## config.mk

```make
export PLATFORM = sky130hd
export DESIGN_NAME = greedy_change_breakdown_unit
export DESIGN_NICKNAME = d
export VERILOG_FILES = /design/src/design/gcb_pkg.sv /design/src/design/greedy_change_breakdown_unit.sv /design/src/design/gcb_sub_stage.sv /design/src/design/gcb_div_stage.sv /design/src/design/gcb_note_stage.sv /design/src/design/gcb_emit.sv
export SDC_FILE = /design/constraint.sdc
export NUM_CORES = 1
export LEC_CHECK = 0
export ABC_CLOCK_PERIOD_IN_PS = 6900
export BUFFER_PORTS_ARGS = -buffer_cell sky130_fd_sc_hd__buf_2
export CELL_PAD_IN_SITES_DETAIL_PLACEMENT = 1
export CELL_PAD_IN_SITES_GLOBAL_PLACEMENT = 1
export CORE_AREA = 2 2 373 375
export DETAILED_ROUTE_END_ITERATION = 8
export DIE_AREA = 0 0 375 377
export PLACE_DENSITY_LB_ADDON = 0.12
export SKIP_CTS_REPAIR_TIMING = 1
export SLEW_MARGIN = 0
export SYNTH_ARGS = -nofsm -noshare
export SYNTH_HDL_FRONTEND = slang
export SYNTH_HIERARCHICAL = 1
export SYNTH_SLANG_ARGS = --single-unit
```

## constraint.sdc

```tcl
create_clock -name clk -period 6.9 [get_ports clk]
set_input_delay 0.345 -clock clk [delete_from_list [all_inputs] [get_ports clk]]
set_output_delay 0.345 -clock clk [all_outputs]
set_load 0.01 [all_outputs]
```

## src/design/gcb_pkg.sv

```systemverilog
package gcb_pkg;

  // Default width of the price and paid amounts.
  localparam int AMOUNT_WIDTH_DEF = 24;

  // Note set, largest first.
  localparam int NOTE_KINDS = 7;
  localparam int NOTE_IDX_W = 3;
  localparam int NOTE_TOP   = 100000;
  localparam int NOTE_MIN   = 1000;

  // Result field widths.
  localparam int VALUE_W = 17;
  localparam int COUNT_W = 15;
  localparam int LEFT_W  = 10;

  // The remainder after the largest note is always below it.
  localparam int REST_W = 17;

  // Every note below the largest is used at most twice.
  localparam int SMALL_W   = 2;
  localparam int SMALL_VEC = (NOTE_KINDS - 1) * SMALL_W;

  // Count saturation limit.
  localparam int COUNT_MAX = 32767;

  // Result status codes.
  typedef enum logic [1:0] {
    STATUS_NOTE  = 2'd0,
    STATUS_SHORT = 2'd1,
    STATUS_EXACT = 2'd2,
    STATUS_SMALL = 2'd3
  } status_t;

  // Face value of each note, largest first.
  function automatic logic [VALUE_W-1:0] note_value(input logic [NOTE_IDX_W-1:0] idx);
    logic [VALUE_W-1:0] v;
    unique case (idx)
      3'd0:    v = 17'd100000;
      3'd1:    v = 17'd50000;
      3'd2:    v = 17'd20000;
      3'd3:    v = 17'd10000;
      3'd4:    v = 17'd5000;
      3'd5:    v = 17'd2000;
      3'd6:    v = 17'd1000;
      default: v = '0;
    endcase
    return v;
  endfunction

endpackage

```

## src/design/greedy_change_breakdown_unit.sv

```systemverilog
// Each item passes in order through the subtractor stage, one divider stage per quotient bit,
// the note stages, the hold register and the output register.
// Throughput: one result per cycle while out_stall is low; an item gives 1 to 7 results.
// The output stage that sends the results one by one sets that rate; the pipeline before it
// takes a new item in every cycle while the output stage keeps up.
// Reset: synchronous, active low; clears every valid bit. No state is kept between items.
module greedy_change_breakdown_unit
  import gcb_pkg::*;
#(
  parameter int AMOUNT_WIDTH = AMOUNT_WIDTH_DEF
) (
  input  logic                    clk,
  input  logic                    rst_n,
  input  logic                    in_valid,
  output logic                    in_stall,
  input  logic [AMOUNT_WIDTH-1:0] in_price,
  input  logic [AMOUNT_WIDTH-1:0] in_paid,
  output logic                    out_valid,
  input  logic                    out_stall,
  output logic [1:0]              out_status,
  output logic [VALUE_W-1:0]      out_note_value,
  output logic [COUNT_W-1:0]      out_note_count,
  output logic [AMOUNT_WIDTH-1:0] out_change_total,
  output logic [LEFT_W-1:0]       out_leftover,
  output logic                    out_last
);

  localparam int AW = AMOUNT_WIDTH;
  // The largest note exceeds 2^16, so the quotient needs AW - 16 bits.
  localparam int QW = AMOUNT_WIDTH - 16;

  logic          sub_ready;

  // Divider chain; entry 0 is the subtractor output.
  logic          div_valid  [QW+1];
  logic          div_ready  [QW+1];
  status_t       div_kind   [QW+1];
  logic [AW-1:0] div_change [QW+1];
  logic [AW-1:0] div_rem    [QW+1];
  logic [QW-1:0] div_quot   [QW+1];

  // Note chain; entry 0 is the divider output.
  logic                 nt_valid  [NOTE_KINDS];
  logic                 nt_ready  [NOTE_KINDS];
  status_t              nt_kind   [NOTE_KINDS];
  logic [AW-1:0]        nt_change [NOTE_KINDS];
  logic [QW-1:0]        nt_quot   [NOTE_KINDS];
  logic [REST_W-1:0]    nt_rem    [NOTE_KINDS];
  logic [SMALL_VEC-1:0] nt_cnts   [NOTE_KINDS];

  status_t out_status_e;

  assign in_stall = !sub_ready;

  // Change and outcome class.
  gcb_sub_stage #(.AW(AW)) u_sub (
    .clk       (clk),
    .rst_n     (rst_n),
    .up_valid  (in_valid),
    .up_ready  (sub_ready),
    .price     (in_price),
    .paid      (in_paid),
    .dn_valid  (div_valid[0]),
    .dn_ready  (div_ready[0]),
    .dn_kind   (div_kind[0]),
    .dn_change (div_change[0])
  );

  assign div_rem[0]  = div_change[0];
  assign div_quot[0] = '0;

  // One quotient bit per stage, most significant first.
  for (genvar i = 0; i < QW; i++) begin : g_div
    gcb_div_stage #(.AW(AW), .QW(QW), .BIT(QW - 1 - i)) u_div (
      .clk       (clk),
      .rst_n     (rst_n),
      .up_valid  (div_valid[i]),
      .up_ready  (div_ready[i]),
      .up_kind   (div_kind[i]),
      .up_change (div_change[i]),
      .up_rem    (div_rem[i]),
      .up_quot   (div_quot[i]),
      .dn_valid  (div_valid[i+1]),
      .dn_ready  (div_ready[i+1]),
      .dn_kind   (div_kind[i+1]),
      .dn_change (div_change[i+1]),
      .dn_rem    (div_rem[i+1]),
      .dn_quot   (div_quot[i+1])
    );
  end

  // Hand-over from the divider; the remainder is now below the largest note.
  assign nt_valid[0]   = div_valid[QW];
  assign div_ready[QW] = nt_ready[0];
  assign nt_kind[0]    = div_kind[QW];
  assign nt_change[0]  = div_change[QW];
  assign nt_quot[0]    = div_quot[QW];
  assign nt_rem[0]     = div_rem[QW][REST_W-1:0];
  assign nt_cnts[0]    = '0;

  // One smaller note per stage.
  for (genvar k = 1; k < NOTE_KINDS; k++) begin : g_note
    gcb_note_stage #(.AW(AW), .QW(QW), .NOTE(k)) u_note (
      .clk       (clk),
      .rst_n     (rst_n),
      .up_valid  (nt_valid[k-1]),
      .up_ready  (nt_ready[k-1]),
      .up_kind   (nt_kind[k-1]),
      .up_change (nt_change[k-1]),
      .up_quot   (nt_quot[k-1]),
      .up_rem    (nt_rem[k-1]),
      .up_cnts   (nt_cnts[k-1]),
      .dn_valid  (nt_valid[k]),
      .dn_ready  (nt_ready[k]),
      .dn_kind   (nt_kind[k]),
      .dn_change (nt_change[k]),
      .dn_quot   (nt_quot[k]),
      .dn_rem    (nt_rem[k]),
      .dn_cnts   (nt_cnts[k])
    );
  end

  // Results, one per cycle while out_stall is low.
  gcb_emit #(.AW(AW), .QW(QW)) u_emit (
    .clk              (clk),
    .rst_n            (rst_n),
    .up_valid         (nt_valid[NOTE_KINDS-1]),
    .up_ready         (nt_ready[NOTE_KINDS-1]),
    .up_kind          (nt_kind[NOTE_KINDS-1]),
    .up_change        (nt_change[NOTE_KINDS-1]),
    .up_quot          (nt_quot[NOTE_KINDS-1]),
    .up_cnts          (nt_cnts[NOTE_KINDS-1]),
    .up_left          (nt_rem[NOTE_KINDS-1][LEFT_W-1:0]),
    .out_valid        (out_valid),
    .out_stall        (out_stall),
    .out_status       (out_status_e),
    .out_note_value   (out_note_value),
    .out_note_count   (out_note_count),
    .out_change_total (out_change_total),
    .out_leftover     (out_leftover),
    .out_last         (out_last)
  );

  assign out_status = out_status_e;

  // Outcomes other than notes close the item with empty note fields.
  a_special_single : assert property (@(posedge clk) disable iff (!rst_n)
    out_valid && out_status_e != STATUS_NOTE |->
      out_last && out_note_value == '0 && out_note_count == '0)
    else $error("special outcome result is not a single empty closing result");

  // Leftover is given on the closing result only.
  a_leftover_last : assert property (@(posedge clk) disable iff (!rst_n)
    out_valid && !out_last |-> out_leftover == '0)
    else $error("leftover on a result that is not the last");

  // Note results only come with change of at least the smallest note.
  a_note_change : assert property (@(posedge clk) disable iff (!rst_n)
    out_valid && out_status_e == STATUS_NOTE |-> out_change_total >= AW'(NOTE_MIN))
    else $error("note result with change below the smallest note");

  // Notes of one item follow back to back, largest first.
  a_note_order : assert property (@(posedge clk) disable iff (!rst_n)
    out_valid && !out_stall && !out_last |=>
      out_valid && out_status_e == STATUS_NOTE &&
      out_note_value < $past(out_note_value))
    else $error("notes of one item not sent back to back in falling order");

endmodule

```

## src/design/gcb_sub_stage.sv

```systemverilog
module gcb_sub_stage
  import gcb_pkg::*;
#(
  parameter int AW = AMOUNT_WIDTH_DEF
) (
  input  logic          clk,
  input  logic          rst_n,
  input  logic          up_valid,
  output logic          up_ready,
  input  logic [AW-1:0] price,
  input  logic [AW-1:0] paid,
  output logic          dn_valid,
  input  logic          dn_ready,
  output status_t       dn_kind,
  output logic [AW-1:0] dn_change
);

  logic          valid_r;
  status_t       kind_r;
  status_t       kind_nxt;
  logic [AW-1:0] change_r;
  logic [AW-1:0] change_nxt;
  logic [AW:0]   diff;

  assign up_ready = !valid_r || dn_ready;

  // Change and outcome class; a short payment carries no change.
  always_comb begin
    diff = {1'b0, paid} - {1'b0, price};
    if (diff[AW]) begin
      kind_nxt   = STATUS_SHORT;
      change_nxt = '0;
    end else begin
      change_nxt = diff[AW-1:0];
      if (diff[AW-1:0] == '0) begin
        kind_nxt = STATUS_EXACT;
      end else if (diff[AW-1:0] < AW'(NOTE_MIN)) begin
        kind_nxt = STATUS_SMALL;
      end else begin
        kind_nxt = STATUS_NOTE;
      end
    end
  end

  // Valid bit of the stage.
  always_ff @(posedge clk) begin
    if (!rst_n) begin
      valid_r <= 1'b0;
    end else if (up_ready) begin
      valid_r <= up_valid;
    end
  end

  // Stage payload.
  always_ff @(posedge clk) begin
    if (up_ready && up_valid) begin
      kind_r   <= kind_nxt;
      change_r <= change_nxt;
    end
  end

  assign dn_valid  = valid_r;
  assign dn_kind   = kind_r;
  assign dn_change = change_r;

endmodule

```

## src/design/gcb_div_stage.sv

```systemverilog
module gcb_div_stage
  import gcb_pkg::*;
#(
  parameter int AW  = AMOUNT_WIDTH_DEF,
  parameter int QW  = AMOUNT_WIDTH_DEF - 16,
  parameter int BIT = 0
) (
  input  logic          clk,
  input  logic          rst_n,
  input  logic          up_valid,
  output logic          up_ready,
  input  status_t       up_kind,
  input  logic [AW-1:0] up_change,
  input  logic [AW-1:0] up_rem,
  input  logic [QW-1:0] up_quot,
  output logic          dn_valid,
  input  logic          dn_ready,
  output status_t       dn_kind,
  output logic [AW-1:0] dn_change,
  output logic [AW-1:0] dn_rem,
  output logic [QW-1:0] dn_quot
);

  // Largest note shifted to the weight of this quotient bit.
  localparam logic [AW-1:0] STEP = AW'(64'(NOTE_TOP) << BIT);

  logic          valid_r;
  status_t       kind_r;
  logic [AW-1:0] change_r;
  logic [AW-1:0] rem_r;
  logic [AW-1:0] rem_nxt;
  logic [QW-1:0] quot_r;
  logic [QW-1:0] quot_nxt;

  assign up_ready = !valid_r || dn_ready;

  // One restoring step of the division by the largest note.
  always_comb begin
    quot_nxt = up_quot;
    rem_nxt  = up_rem;
    if (up_rem >= STEP) begin
      rem_nxt       = up_rem - STEP;
      quot_nxt[BIT] = 1'b1;
    end
  end

  // Valid bit of the stage.
  always_ff @(posedge clk) begin
    if (!rst_n) begin
      valid_r <= 1'b0;
    end else if (up_ready) begin
      valid_r <= up_valid;
    end
  end

  // Stage payload.
  always_ff @(posedge clk) begin
    if (up_ready && up_valid) begin
      kind_r   <= up_kind;
      change_r <= up_change;
      rem_r    <= rem_nxt;
      quot_r   <= quot_nxt;
    end
  end

  assign dn_valid  = valid_r;
  assign dn_kind   = kind_r;
  assign dn_change = change_r;
  assign dn_rem    = rem_r;
  assign dn_quot   = quot_r;

endmodule

```

## src/design/gcb_note_stage.sv

```systemverilog
module gcb_note_stage
  import gcb_pkg::*;
#(
  parameter int AW   = AMOUNT_WIDTH_DEF,
  parameter int QW   = AMOUNT_WIDTH_DEF - 16,
  parameter int NOTE = 1
) (
  input  logic                 clk,
  input  logic                 rst_n,
  input  logic                 up_valid,
  output logic                 up_ready,
  input  status_t              up_kind,
  input  logic [AW-1:0]        up_change,
  input  logic [QW-1:0]        up_quot,
  input  logic [REST_W-1:0]    up_rem,
  input  logic [SMALL_VEC-1:0] up_cnts,
  output logic                 dn_valid,
  input  logic                 dn_ready,
  output status_t              dn_kind,
  output logic [AW-1:0]        dn_change,
  output logic [QW-1:0]        dn_quot,
  output logic [REST_W-1:0]    dn_rem,
  output logic [SMALL_VEC-1:0] dn_cnts
);

  localparam logic [REST_W-1:0] VAL  = note_value(NOTE_IDX_W'(NOTE));
  localparam logic [REST_W:0]   VAL2 = {VAL, 1'b0};

  logic                 valid_r;
  status_t              kind_r;
  logic [AW-1:0]        change_r;
  logic [QW-1:0]        quot_r;
  logic [REST_W-1:0]    rem_r;
  logic [REST_W-1:0]    rem_nxt;
  logic [SMALL_VEC-1:0] cnts_r;
  logic [SMALL_VEC-1:0] cnts_nxt;
  logic [SMALL_W-1:0]   cnt;

  assign up_ready = !valid_r || dn_ready;

  // The remainder is below the previous note, so this note fits at most twice.
  always_comb begin
    if ({1'b0, up_rem} >= VAL2) begin
      cnt     = 2'd2;
      rem_nxt = REST_W'({1'b0, up_rem} - VAL2);
    end else if (up_rem >= VAL) begin
      cnt     = 2'd1;
      rem_nxt = up_rem - VAL;
    end else begin
      cnt     = 2'd0;
      rem_nxt = up_rem;
    end
    cnts_nxt = up_cnts;
    cnts_nxt[(NOTE-1)*SMALL_W +: SMALL_W] = cnt;
  end

  // Valid bit of the stage.
  always_ff @(posedge clk) begin
    if (!rst_n) begin
      valid_r <= 1'b0;
    end else if (up_ready) begin
      valid_r <= up_valid;
    end
  end

  // Stage payload.
  always_ff @(posedge clk) begin
    if (up_ready && up_valid) begin
      kind_r   <= up_kind;
      change_r <= up_change;
      quot_r   <= up_quot;
      rem_r    <= rem_nxt;
      cnts_r   <= cnts_nxt;
    end
  end

  assign dn_valid  = valid_r;
  assign dn_kind   = kind_r;
  assign dn_change = change_r;
  assign dn_quot   = quot_r;
  assign dn_rem    = rem_r;
  assign dn_cnts   = cnts_r;

endmodule

```

## src/design/gcb_emit.sv

```systemverilog
module gcb_emit
  import gcb_pkg::*;
#(
  parameter int AW = AMOUNT_WIDTH_DEF,
  parameter int QW = AMOUNT_WIDTH_DEF - 16
) (
  input  logic                 clk,
  input  logic                 rst_n,
  input  logic                 up_valid,
  output logic                 up_ready,
  input  status_t              up_kind,
  input  logic [AW-1:0]        up_change,
  input  logic [QW-1:0]        up_quot,
  input  logic [SMALL_VEC-1:0] up_cnts,
  input  logic [LEFT_W-1:0]    up_left,
  output logic                 out_valid,
  input  logic                 out_stall,
  output status_t              out_status,
  output logic [VALUE_W-1:0]   out_note_value,
  output logic [COUNT_W-1:0]   out_note_count,
  output logic [AW-1:0]        out_change_total,
  output logic [LEFT_W-1:0]    out_leftover,
  output logic                 out_last
);

  // Item being broken into results.
  logic                  hold_valid_r;
  status_t               kind_r;
  logic [AW-1:0]         change_r;
  logic [QW-1:0]         quot_r;
  logic [SMALL_VEC-1:0]  cnts_r;
  logic [LEFT_W-1:0]     left_r;
  logic [NOTE_KINDS-1:0] mask_r;
  logic [NOTE_KINDS-1:0] mask_in;

  // Output register.
  logic                  out_valid_r;
  status_t               status_r;
  logic [VALUE_W-1:0]    value_r;
  logic [COUNT_W-1:0]    count_r;
  logic [AW-1:0]         total_r;
  logic [LEFT_W-1:0]     leftover_r;
  logic                  last_r;

  logic                  out_free;
  logic                  emit;
  logic                  done;
  logic [NOTE_KINDS-1:0] sel;
  logic                  last_pick;
  logic [VALUE_W-1:0]    pick_value;
  logic [COUNT_W-1:0]    pick_count;

  // Notes in use by the incoming item.
  always_comb begin
    mask_in[0] = up_quot != '0;
    for (int k = 1; k < NOTE_KINDS; k++) begin
      mask_in[k] = up_cnts[(k-1)*SMALL_W +: SMALL_W] != '0;
    end
  end

  // Pick the largest note still to be given and its count.
  always_comb begin
    sel       = mask_r & (~mask_r + 1'b1);
    last_pick = (mask_r & ~sel) == '0;
    if (32'(quot_r) > 32'(COUNT_MAX)) begin
      pick_count = COUNT_W'(COUNT_MAX);
    end else begin
      pick_count = COUNT_W'(quot_r);
    end
    pick_value = note_value('0);
    for (int k = 1; k < NOTE_KINDS; k++) begin
      if (sel[k]) begin
        pick_value = note_value(NOTE_IDX_W'(k));
        pick_count = COUNT_W'(cnts_r[(k-1)*SMALL_W +: SMALL_W]);
      end
    end
  end

  // A result moves to the output register whenever it is free.
  assign out_free = !out_valid_r || !out_stall;
  assign emit     = hold_valid_r && out_free;
  assign done     = emit && ((kind_r != STATUS_NOTE) || last_pick);
  assign up_ready = !hold_valid_r || done;

  // Hold register control.
  always_ff @(posedge clk) begin
    if (!rst_n) begin
      hold_valid_r <= 1'b0;
    end else if (up_ready) begin
      hold_valid_r <= up_valid;
    end
  end

  // Hold register payload; each note is struck off once it is sent.
  always_ff @(posedge clk) begin
    if (up_ready && up_valid) begin
      kind_r   <= up_kind;
      change_r <= up_change;
      quot_r   <= up_quot;
      cnts_r   <= up_cnts;
      left_r   <= up_left;
      mask_r   <= mask_in;
    end else if (emit) begin
      mask_r <= mask_r & ~sel;
    end
  end

  // Output valid bit.
  always_ff @(posedge clk) begin
    if (!rst_n) begin
      out_valid_r <= 1'b0;
    end else if (out_free) begin
      out_valid_r <= emit;
    end
  end

  // Output payload. Outcomes other than notes give a single closing result.
  always_ff @(posedge clk) begin
    if (emit) begin
      total_r <= change_r;
      if (kind_r != STATUS_NOTE) begin
        status_r   <= kind_r;
        value_r    <= '0;
        count_r    <= '0;
        leftover_r <= left_r;
        last_r     <= 1'b1;
      end else begin
        status_r   <= STATUS_NOTE;
        value_r    <= pick_value;
        count_r    <= pick_count;
        leftover_r <= last_pick ? left_r : '0;
        last_r     <= last_pick;
      end
    end
  end

  assign out_valid        = out_valid_r;
  assign out_status       = status_r;
  assign out_note_value   = value_r;
  assign out_note_count   = count_r;
  assign out_change_total = total_r;
  assign out_leftover     = leftover_r;
  assign out_last         = last_r;

endmodule
```

Yosys cells after proc, flatten, opt, wreduce, memory -nomap -nowiden
Cells that the tools add are included.
{"block": "totals", "reg_bits": 945, "wordCells": 276}
{"block": "classes", "addsub": 22, "magnitude_cmp": 21, "muxes": 45, "bitwise": 4, "reduce_logical": 72}
{"operator": "2-to-1 mux 17 bit", "count": 12}
{"operator": "2-to-1 mux 24 bit", "count": 7}
{"operator": "2-to-1 mux 10 bit", "count": 5}
{"operator": ">= comparator 17 x 11 -> 1 bit (second input constant)", "count": 2}
{"operator": ">= comparator 17 x 14 -> 1 bit (second input constant)", "count": 2}
{"operator": ">= comparator 17 x 15 -> 1 bit (second input constant)", "count": 2}
{"operator": ">= comparator 17 x 16 -> 1 bit (second input constant)", "count": 2}
{"operator": "subtractor 17 x 14 -> 17 bit (second input constant)", "count": 2}
{"operator": "subtractor 17 x 15 -> 17 bit (second input constant)", "count": 2}
{"operator": "subtractor 17 x 16 -> 17 bit (second input constant)", "count": 2}
{"operator": "subtractor 17 bit (second input constant)", "count": 2}
{"operator": "subtractor 24 x 24 -> 25 bit", "count": 1}
{"operator": ">= comparator 24 x 17 -> 1 bit (second input constant)", "count": 1}
{"operator": ">= comparator 24 x 18 -> 1 bit (second input constant)", "count": 1}
{"operator": ">= comparator 24 x 19 -> 1 bit (second input constant)", "count": 1}
{"operator": ">= comparator 24 x 20 -> 1 bit (second input constant)", "count": 1}
{"operator": ">= comparator 24 x 21 -> 1 bit (second input constant)", "count": 1}
{"operator": ">= comparator 24 x 22 -> 1 bit (second input constant)", "count": 1}
{"operator": ">= comparator 24 x 23 -> 1 bit (second input constant)", "count": 1}
{"operator": ">= comparator 24 bit (second input constant)", "count": 1}
{"operator": "logical NOT 24 bit", "count": 1}
{"operator": "less-than comparator 24 x 10 -> 1 bit (second input constant)", "count": 1}
{"operator": "subtractor 24 x 18 -> 24 bit (second input constant)", "count": 1}
{"operator": "subtractor 24 x 19 -> 24 bit (second input constant)", "count": 1}
{"operator": "other kinds (35)", "count": 111}

Longest topological paths before layout
Gate-level depths: netlist (run 1).
{"block": "depth", "word_depth": 25, "mapped_depth": 21, "mapped_depth_nobuf": 20}

Cells and area by module
The synthesis (run 1) kept the hierarchy.
{"module": "gcb_emit", "n_inst": 1, "cells_per_inst": 264, "area_per_inst_um2": 4600.7, "seq_area_each_um2": 3703.6}
{"module": "gcb_sub_stage", "n_inst": 1, "cells_per_inst": 303, "area_per_inst_um2": 2725.1, "seq_area_each_um2": 800.8}
{"module": "gcb_note_stage at g_note[1].u_note", "n_inst": 1, "cells_per_inst": 182, "area_per_inst_um2": 2720.1, "seq_area_each_um2": 1911.8}
{"module": "gcb_note_stage at g_note[3].u_note", "n_inst": 1, "cells_per_inst": 179, "area_per_inst_um2": 2717.6, "seq_area_each_um2": 1911.8}
{"module": "gcb_note_stage at g_note[2].u_note", "n_inst": 1, "cells_per_inst": 170, "area_per_inst_um2": 2687.6, "seq_area_each_um2": 1911.8}
{"module": "gcb_note_stage at g_note[4].u_note", "n_inst": 1, "cells_per_inst": 167, "area_per_inst_um2": 2577.5, "seq_area_each_um2": 1911.8}
{"module": "gcb_note_stage at g_note[5].u_note", "n_inst": 1, "cells_per_inst": 157, "area_per_inst_um2": 2563.7, "seq_area_each_um2": 1911.8}
{"module": "gcb_note_stage at g_note[6].u_note", "n_inst": 1, "cells_per_inst": 155, "area_per_inst_um2": 2527.4, "seq_area_each_um2": 1911.8}
{"module": "gcb_div_stage at g_div[4].u_div", "n_inst": 1, "cells_per_inst": 138, "area_per_inst_um2": 2313.5, "seq_area_each_um2": 1761.7}
{"module": "gcb_div_stage at g_div[6].u_div", "n_inst": 1, "cells_per_inst": 130, "area_per_inst_um2": 2285.9, "seq_area_each_um2": 1761.7}
{"module": "gcb_div_stage at g_div[7].u_div", "n_inst": 1, "cells_per_inst": 128, "area_per_inst_um2": 2237.1, "seq_area_each_um2": 1761.7}
{"module": "gcb_div_stage at g_div[5].u_div", "n_inst": 1, "cells_per_inst": 129, "area_per_inst_um2": 2224.6, "seq_area_each_um2": 1761.7}
{"module": "gcb_div_stage at g_div[2].u_div", "n_inst": 1, "cells_per_inst": 126, "area_per_inst_um2": 2217.1, "seq_area_each_um2": 1761.7}
{"module": "gcb_div_stage at g_div[3].u_div", "n_inst": 1, "cells_per_inst": 117, "area_per_inst_um2": 2192.1, "seq_area_each_um2": 1761.7}
{"module": "+3 rows"}

Worst setup path after synthesis (run 1)
Ideal clock, no wire load.
{"block": "synth_timing", "path_type": "reg-to-reg", "startpoint": "register u_emit.mask_r[0]", "endpoint": "register g_div[0].u_div.change_r[0] (enable)", "setup_ns": 0.422, "arrival_time_ns": 4.345, "slack_ns": 2.133, "stages_incl_launch_ff": 20, "n_path_buf": 1, "synth_period_minus_slack_ns": 4.767, "cell_sequence": "edfxtp_1 buf_4 maj3_2 o311ai_1 a21o_1 nand2b_1 nand2b_1 nand2b_1 nand2b_1 nand2b_1 nand2b_1 nand2b_1 nand2b_1 nand2b_1 nand2b_1 nand2b_1 nand2b_1 nand2b_1 nand2b_1 and2_1"}
{"element": "start: declaration", "line_no": "gcb_emit.sv:33", "source": "logic [NOTE_KINDS-1:0] mask_r;"}
{"element": "start signal: assignment", "line_no": "gcb_emit.sv:102", "source": "mask_r <= mask_in;"}
{"element": "start signal: assignment", "line_no": "gcb_emit.sv:104", "source": "mask_r <= mask_r & ~sel;"}
{"element": "end signal: assignment", "line_no": "gcb_div_stage.sv:60", "source": "change_r <= up_change;"}
{"element": "end: declaration", "line_no": "gcb_div_stage.sv:29", "source": "logic [AW-1:0] change_r;"}

==> results.cfg, run 1 <==
[sta]
actual_transition_at_the_worst_max_transition_pin_ns = 1.19
fmaxAchievable_mhz = 182
holdWs_ns = 0.0320
max-slew-margin-rel_pct = 20.5
setup_total_negative_slack_ns = 0
period_needed_ns = 5.48
finalHoldViolCount = 0
maxSlewViolCount = 0
period_share_pct = 79.5
finalSetupViolCount = 0
unrepaired_setup_endpoints_after_global_routing = false
worst_clock_skew_ns = 0.0515

[power_and_ir_drop]
power.density_mw_per_mm2 = 265
p_int_mw = 9.40
comb_power_share_pct = 2.8
ir_worst_vdd_mv = 0.195
power_switching_share_pct = 21.0
share_seq_of_total_power_pct = 54.3
static-leakage-power_nw = 14.5
power_switching_mw = 2.49
share_clk_of_total_power_pct = 42.9

[routing]
detail_route.drc_violations = 0
firstDrtPassIters = 5
route.antenna.remaining_nets = 0
detail_route.iter0.violations = 1021
route.detailed.wl_per_inst_um = 16.2
vias = 20109
route.detailed.vias_per_inst = 4.42
routed_wirelength_mm = 73.5

[worst_setup_path]
cp-startpoint = u_emit/kind_r[1]$_DFFE_PP_
critPathCapture = in_stall
cp_endpoint_kind = output pin
r2r_cells = 19
path_buf_inv = 3
critPathMaxFanout = 11
worst-r2r-setup-slack_ns = 1.43
critical_path_required_ns = 6.55
cp.arrival_ns = 5.14
worstReg2RegStart = u_emit/mask_r[3]$_DFFE_PP_
largest_stage_delay_worst_path_ns = 0.42
critPathTopFamily = simple AND/OR/NAND/NOR gates
critical_path_depth = 21
critPathSlowestCell = sky130_fd_sc_hd__or2_2
critPathLaunchType = register
cpMostUsedCell = sky130_fd_sc_hd__nand2b_1
timing.setup.critical_path_class = reg2out
cp_cell_sequence = or2_2 > inv_1 > o311ai_1 > a21o_1 > nand2b_1 > nand2b_1 > nand2b_1 > nand2b_1 > nand2b_1 > nand2b_1 > nand2b_1 > nand2b_1 > nand2b_1 > nand2b_1 > nand2b_1 > nand2b_1 > nand2b_1 > nand2b_1 > nand2b_1 > inv_1 > buf_2
reg_to_reg_end = u_sub/dn_change[0]$_SDFFCE_PN0P_

[run_status]
status = complete, no violations

[cts]
cts_sinks = 963
numCtsBuffers = 102
clock_tree_from_tritoncts = yes
htree_levels = 3
worstSkewPairLatency_ns = 0.70
clock-root-buffer = sky130_fd_sc_hd__clkbuf_16
cts.clk_slew.worst_paths_ns = 0.06
ctsLongestPathBuffers = 3

[cells_and_area]
finalNetCount = 2785
layout_commonest_cell = sky130_fd_sc_hd__edfxtp_1
most_used_cells_in_the_layout_excluding_fill_and_tap_cells = sky130_fd_sc_hd__edfxtp_1 (946), sky130_fd_sc_hd__nor2_1 (131), sky130_fd_sc_hd__nand2_1 (125)
diodes = 0
layout-area-overhead-vs-synth_pct = 14.6
final_area_mm2 = 0.0449
drive_above_1_share_pct = 15.7

[min_path]
hold_class = in2reg

[floorplan]
placeableCoreArea_mm2 = 0.137
fp.dieArea_mm2 = 0.141
std_cell_rows = 136
io_pins = 123
die_width_um = 375
initial_standard_cell_utilization_of_the_core_pct = 28.6
chipHeight_um = 377

[place]
hpwlAfterDp_mm = 52.9
gp_congestion = 0.787
io_buffers = 112
post_dp_cell_area_mm2 = 0.0418

[global_routing]
grt_util_all_layers_pct = 10.4
maximum_number_of_pins_on_one_net_before_global_route_repair = 64
grt.overflow.total = 0
grt_first_pass_wirelength_mm = 119
grt_antenna_before_repair = 0
first_global_vias = 21318

[yosys]
yosys_warnings = 6
synth.cell_area_mm2 = 0.0392
instance_count_of_the_mapped_netlist = 2483
synthesis.area_per_instance_um2 = 15.8

[job]
cap_viol_max_count = 0
==> sequential cells by signal, summed over array words and instances, names as in the netlist, 2 cells and up <==
signal,cells
g_div.u_div/dn_rem,185
u_emit/kind_r,2
u_emit/left_r,10
u_emit/change_r,24
u_emit/mask_r,7
g_div.u_div/dn_kind,16
u_emit/cnts_r,12
u_emit/out_change_total,24
u_emit/out_status,2
u_sub/dn_kind,2
g_note.u_note/dn_valid,6
g_div.u_div/dn_quot,64
g_note.u_note/dn_rem,95
u_emit/out_note_value,14
g_note.u_note/dn_change,144
u_sub/dn_change,24
u_emit/out_note_count,8
g_note.u_note/dn_cnts,42
g_div.u_div/dn_change,192
g_note.u_note/dn_kind,12
u_emit/out_leftover,10
g_div.u_div/dn_valid,8
u_emit/quot_r,8
g_note.u_note/dn_quot,48
==> power groups by stage <==
stage               logic (mW)  registers (mW)  clock network, mW
global route             0.374            6.47               5.53
global placement         0.326            6.59                  0
detailed placement       0.332            6.59                  0
CTS                      0.335            6.46               5.33
finish                   0.329            6.46               5.10
floorplan                0.252            6.56                  0
==> routing by layer <==
layer,global-route usage [%],routed length (um)
met4,3.83,1770
met3,1.92,2620
met5,0,0
met1,12.9,33100
met2,17.9,36000
==> metrics by stage <==
stage                     std cells  total power, mW  setup WS (ns)  utilization [%]
after floorplan                2499             6.81           2.13                -
after global placement         4355             6.91           1.50             30.5
after detailed placement       4355             6.92           1.41             30.5
after CTS                      4545             12.1           1.25             32.8
after global routing           4546             12.4          0.787             32.8
final                          4546             11.9           1.42             32.8
==> tightest hold or removal path, stage by stage <==
cell and delay, ns:
sky130_fd_sc_hd__buf_2 0.13, sky130_fd_sc_hd__nand2_1 0.11, sky130_fd_sc_hd__a21boi_0 0.08
==> worst min path at each step <==
stage | slack (ns) | start | to | depth (start not counted)
finish | 0.03 | out_stall | u_emit/out_valid$_SDFFE_PN0P_ | 3
global route | 0.009 | out_stall | u_emit/out_valid$_SDFFE_PN0P_ | 3
CTS | -0.14 | in_valid | u_sub/dn_valid$_SDFFE_PN0N_ | 3
detailed placement | 0.41 | g_note[4].u_note/dn_quot[1]$_DFFE_PP_ | g_note[5].u_note/dn_quot[1]$_DFFE_PP_ | 0
global placement | 0.40 | g_note[5].u_note/dn_change[20]$_DFFE_PP_ | g_note[6].u_note/dn_change[20]$_DFFE_PP_ | 0
floorplan | 0.40 | u_sub/dn_kind[0]$_SDFFCE_PN1P_ | g_div[0].u_div/dn_kind[0]$_DFFE_PP_ | 0
==> layout make-up <==
class | instances | area (um^2)
clock buffer | 124 | 2690
clock inverter | 66 | 479
multi-input combinational | 1352 | 9620
sequential | 963 | 28700
inverter | 116 | 440
tap | 1794 | 2240
timing repair buffer | 131 | 706
fill | 14181 | 92100
(Power assumes the default switching activity.)
==> run 2, diff against run 1 <==
ABC_AREA = 1   (was not set)
ABC_CLOCK_PERIOD_IN_PS = 4750   (was 6900)
CORE_AREA = 2 2 392 394   (was 2 2 373 375)
DIE_AREA = 0 0 394 396   (was 0 0 375 377)
clock period = 4.75 ns   (was 6.9 ns; I/O delays follow)
==> run 2 against run 1 <==
  * Sequential cell count is the same
  * Highest routed layer unchanged
  * Largest cell class unchanged
  * Register-to-register slack worse by 0.65 ns
  * Combinational power is 100% higher
==> results.cfg, run 2 <==
[run_status]
status = complete, no violations

[sta]
maxSlewViolCount = 0
finalWorstSetupSlack_ns = 0.400
period_share_pct = 91.6
fmaxAchievable_mhz = 230
holdWs_ns = 0.0595
max-slew-margin-rel_pct = 31.2
finalSetupViolCount = 0
period_needed_ns = 4.35
worst_clock_skew_ns = 0.0627
finalHoldViolCount = 0
actual_transition_at_the_worst_max_transition_pin_ns = 1.02

[place]
numPlacedInstances = 6013
io_buffers = 112
hpwlAfterDp_mm = 70.9
post-place-ws_ns = 0.207
gp_congestion = 0.788

[floorplan]
placeableCoreArea_mm2 = 0.152
std_cell_rows = 143
chipHeight_um = 396
io_pins = 123
initial_standard_cell_utilization_of_the_core_pct = 28.7
die_width_um = 394
fp.dieArea_mm2 = 0.156

[power_and_ir_drop]
ir_worst_vdd_mv = 0.286
static-leakage-power_nw = 19.7
power.density_mw_per_mm2 = 366

[cells_and_area]
layout_commonest_cell = sky130_fd_sc_hd__nand2_1
drive_above_1_share_pct = 16.6
diodes = 0
flip_flop_count_of_the_largest_register_after_layout = 192
most_used_cells_in_the_layout_excluding_fill_and_tap_cells = sky130_fd_sc_hd__nand2_1 (1,151), sky130_fd_sc_hd__edfxtp_1 (946), sky130_fd_sc_hd__inv_1 (387)
layout-area-overhead-vs-synth_pct = 15.6
filler_cell_count = 16738
finish.cell_count_without_fillers = 6229
finalNetCount = 4225

[worst_setup_path]
cpMostUsedCell = sky130_fd_sc_hd__inv_2
worst-r2r-setup-slack_ns = 0.78
largest_stage_delay_worst_path_ns = 0.44
timing.setup.critical_path_class = reg2out
cp_endpoint_kind = output pin
critPathSlowestCell = sky130_fd_sc_hd__edfxtp_1
cp-startpoint = u_emit/mask_r[1]$_DFFE_PP_
cp.arrival_ns = 4.11
worstReg2RegStart = u_emit/mask_r[1]$_DFFE_PP_
critical_path_required_ns = 4.51
critPathMaxFanout = 6
critPathLaunchType = register

[routing]
firstDrtPassIters = 5
route.detailed.wl_per_inst_um = 15.2
route.detailed.vias_per_inst = 4.24
routed_wirelength_mm = 94.5
route.antenna.remaining_nets = 0
detail_route.iter0.violations = 1128
vias = 26411
detail_route.drc_violations = 0

[global_routing]
grt_antenna_before_repair = 0
grt.overflow.total = 0
maximum_number_of_pins_on_one_net_before_global_route_repair = 59
grt_util_all_layers_pct = 12.2
first_global_vias = 27657
grt_first_pass_wirelength_mm = 153

[cts]
clock-root-buffer = sky130_fd_sc_hd__clkbuf_16
numCtsBuffers = 107
clock_tree_from_tritoncts = yes
cts.clk_slew.worst_paths_ns = 0.06
htree_levels = 3
worstSkewPairLatency_ns = 0.73
ctsLongestPathBuffers = 3
cts_sinks = 963

[min_path]
hold_class = in2reg
min-delay-start = in_paid[23]

[yosys]
instance_count_of_the_mapped_netlist = 3896
yosys_warnings = 6
synthesis.area_per_instance_um2 = 11.2
synth.cell_area_mm2 = 0.0435

[job]
cap_viol_max_count = 0
[run 2: critical path: cells and delay by family, from the launching register on]
family	cells	cell delay (ns)
and+or+nand+nor	24	2.02
buffers and inverters	17	0.90
DFF	1	0.44
[run 2: area by class of cell]
type / count / area (um^2) / area share, %
clock inverter: 82 / 841 / 1.67
inverter: 483 / 1840 / 3.66
sequential: 963 / 28700 / 57.2
multi-input combinational: 2381 / 12400 / 24.6
clock buffer: 120 / 2730 / 5.43
tap: 2030 / 2540 / 5.06
timing repair buffer: 170 / 1180 / 2.35
[run 2: routing by layer]
metal  routed length (um)  GRT usage, %  share of wire [%]
met1                42800          15.2                 45
met2                47000          21.7                 50
met3                 2670          1.92                2.8
met4                 2000          3.72                2.1
met5                    0             0                  0
[run 2: worst paths after layout]
check | to | cells past startpoint
min | u_sub/dn_change[23]$_SDFFCE_PN0P_ | 5
max reg2reg | g_div[0].u_div/dn_quot[0]$_DFFE_PP_ | 39
max | in_stall | 41
min reg2reg | g_note[2].u_note/dn_cnts[0]$_DFFE_PP_ | 0
[run 2: metrics by stage]
stage	TNS [ns]	power, mW	util (%)	cell area (um^2)
2_1_floorplan	-12.69	10.1	-	43600
3_3_place_gp	0	10.3	30.7	46500
3_5_place_dp	0	10.3	30.7	46500
4_1_cts	-0.599	18.8	33.1	50100
5_1_grt	-0.0575	19.2	33.1	50200
6_report	0	18.4	33.1	50200
[run 2: power breakdown]
part | switching, mW | leakage (nW) | internal [mW]
Sequential | 0.0940 | 8.70 | 9.38
Combinational | 0.435 | 9.32 | 0.223
Clock | 3.45 | 1.72 | 4.81
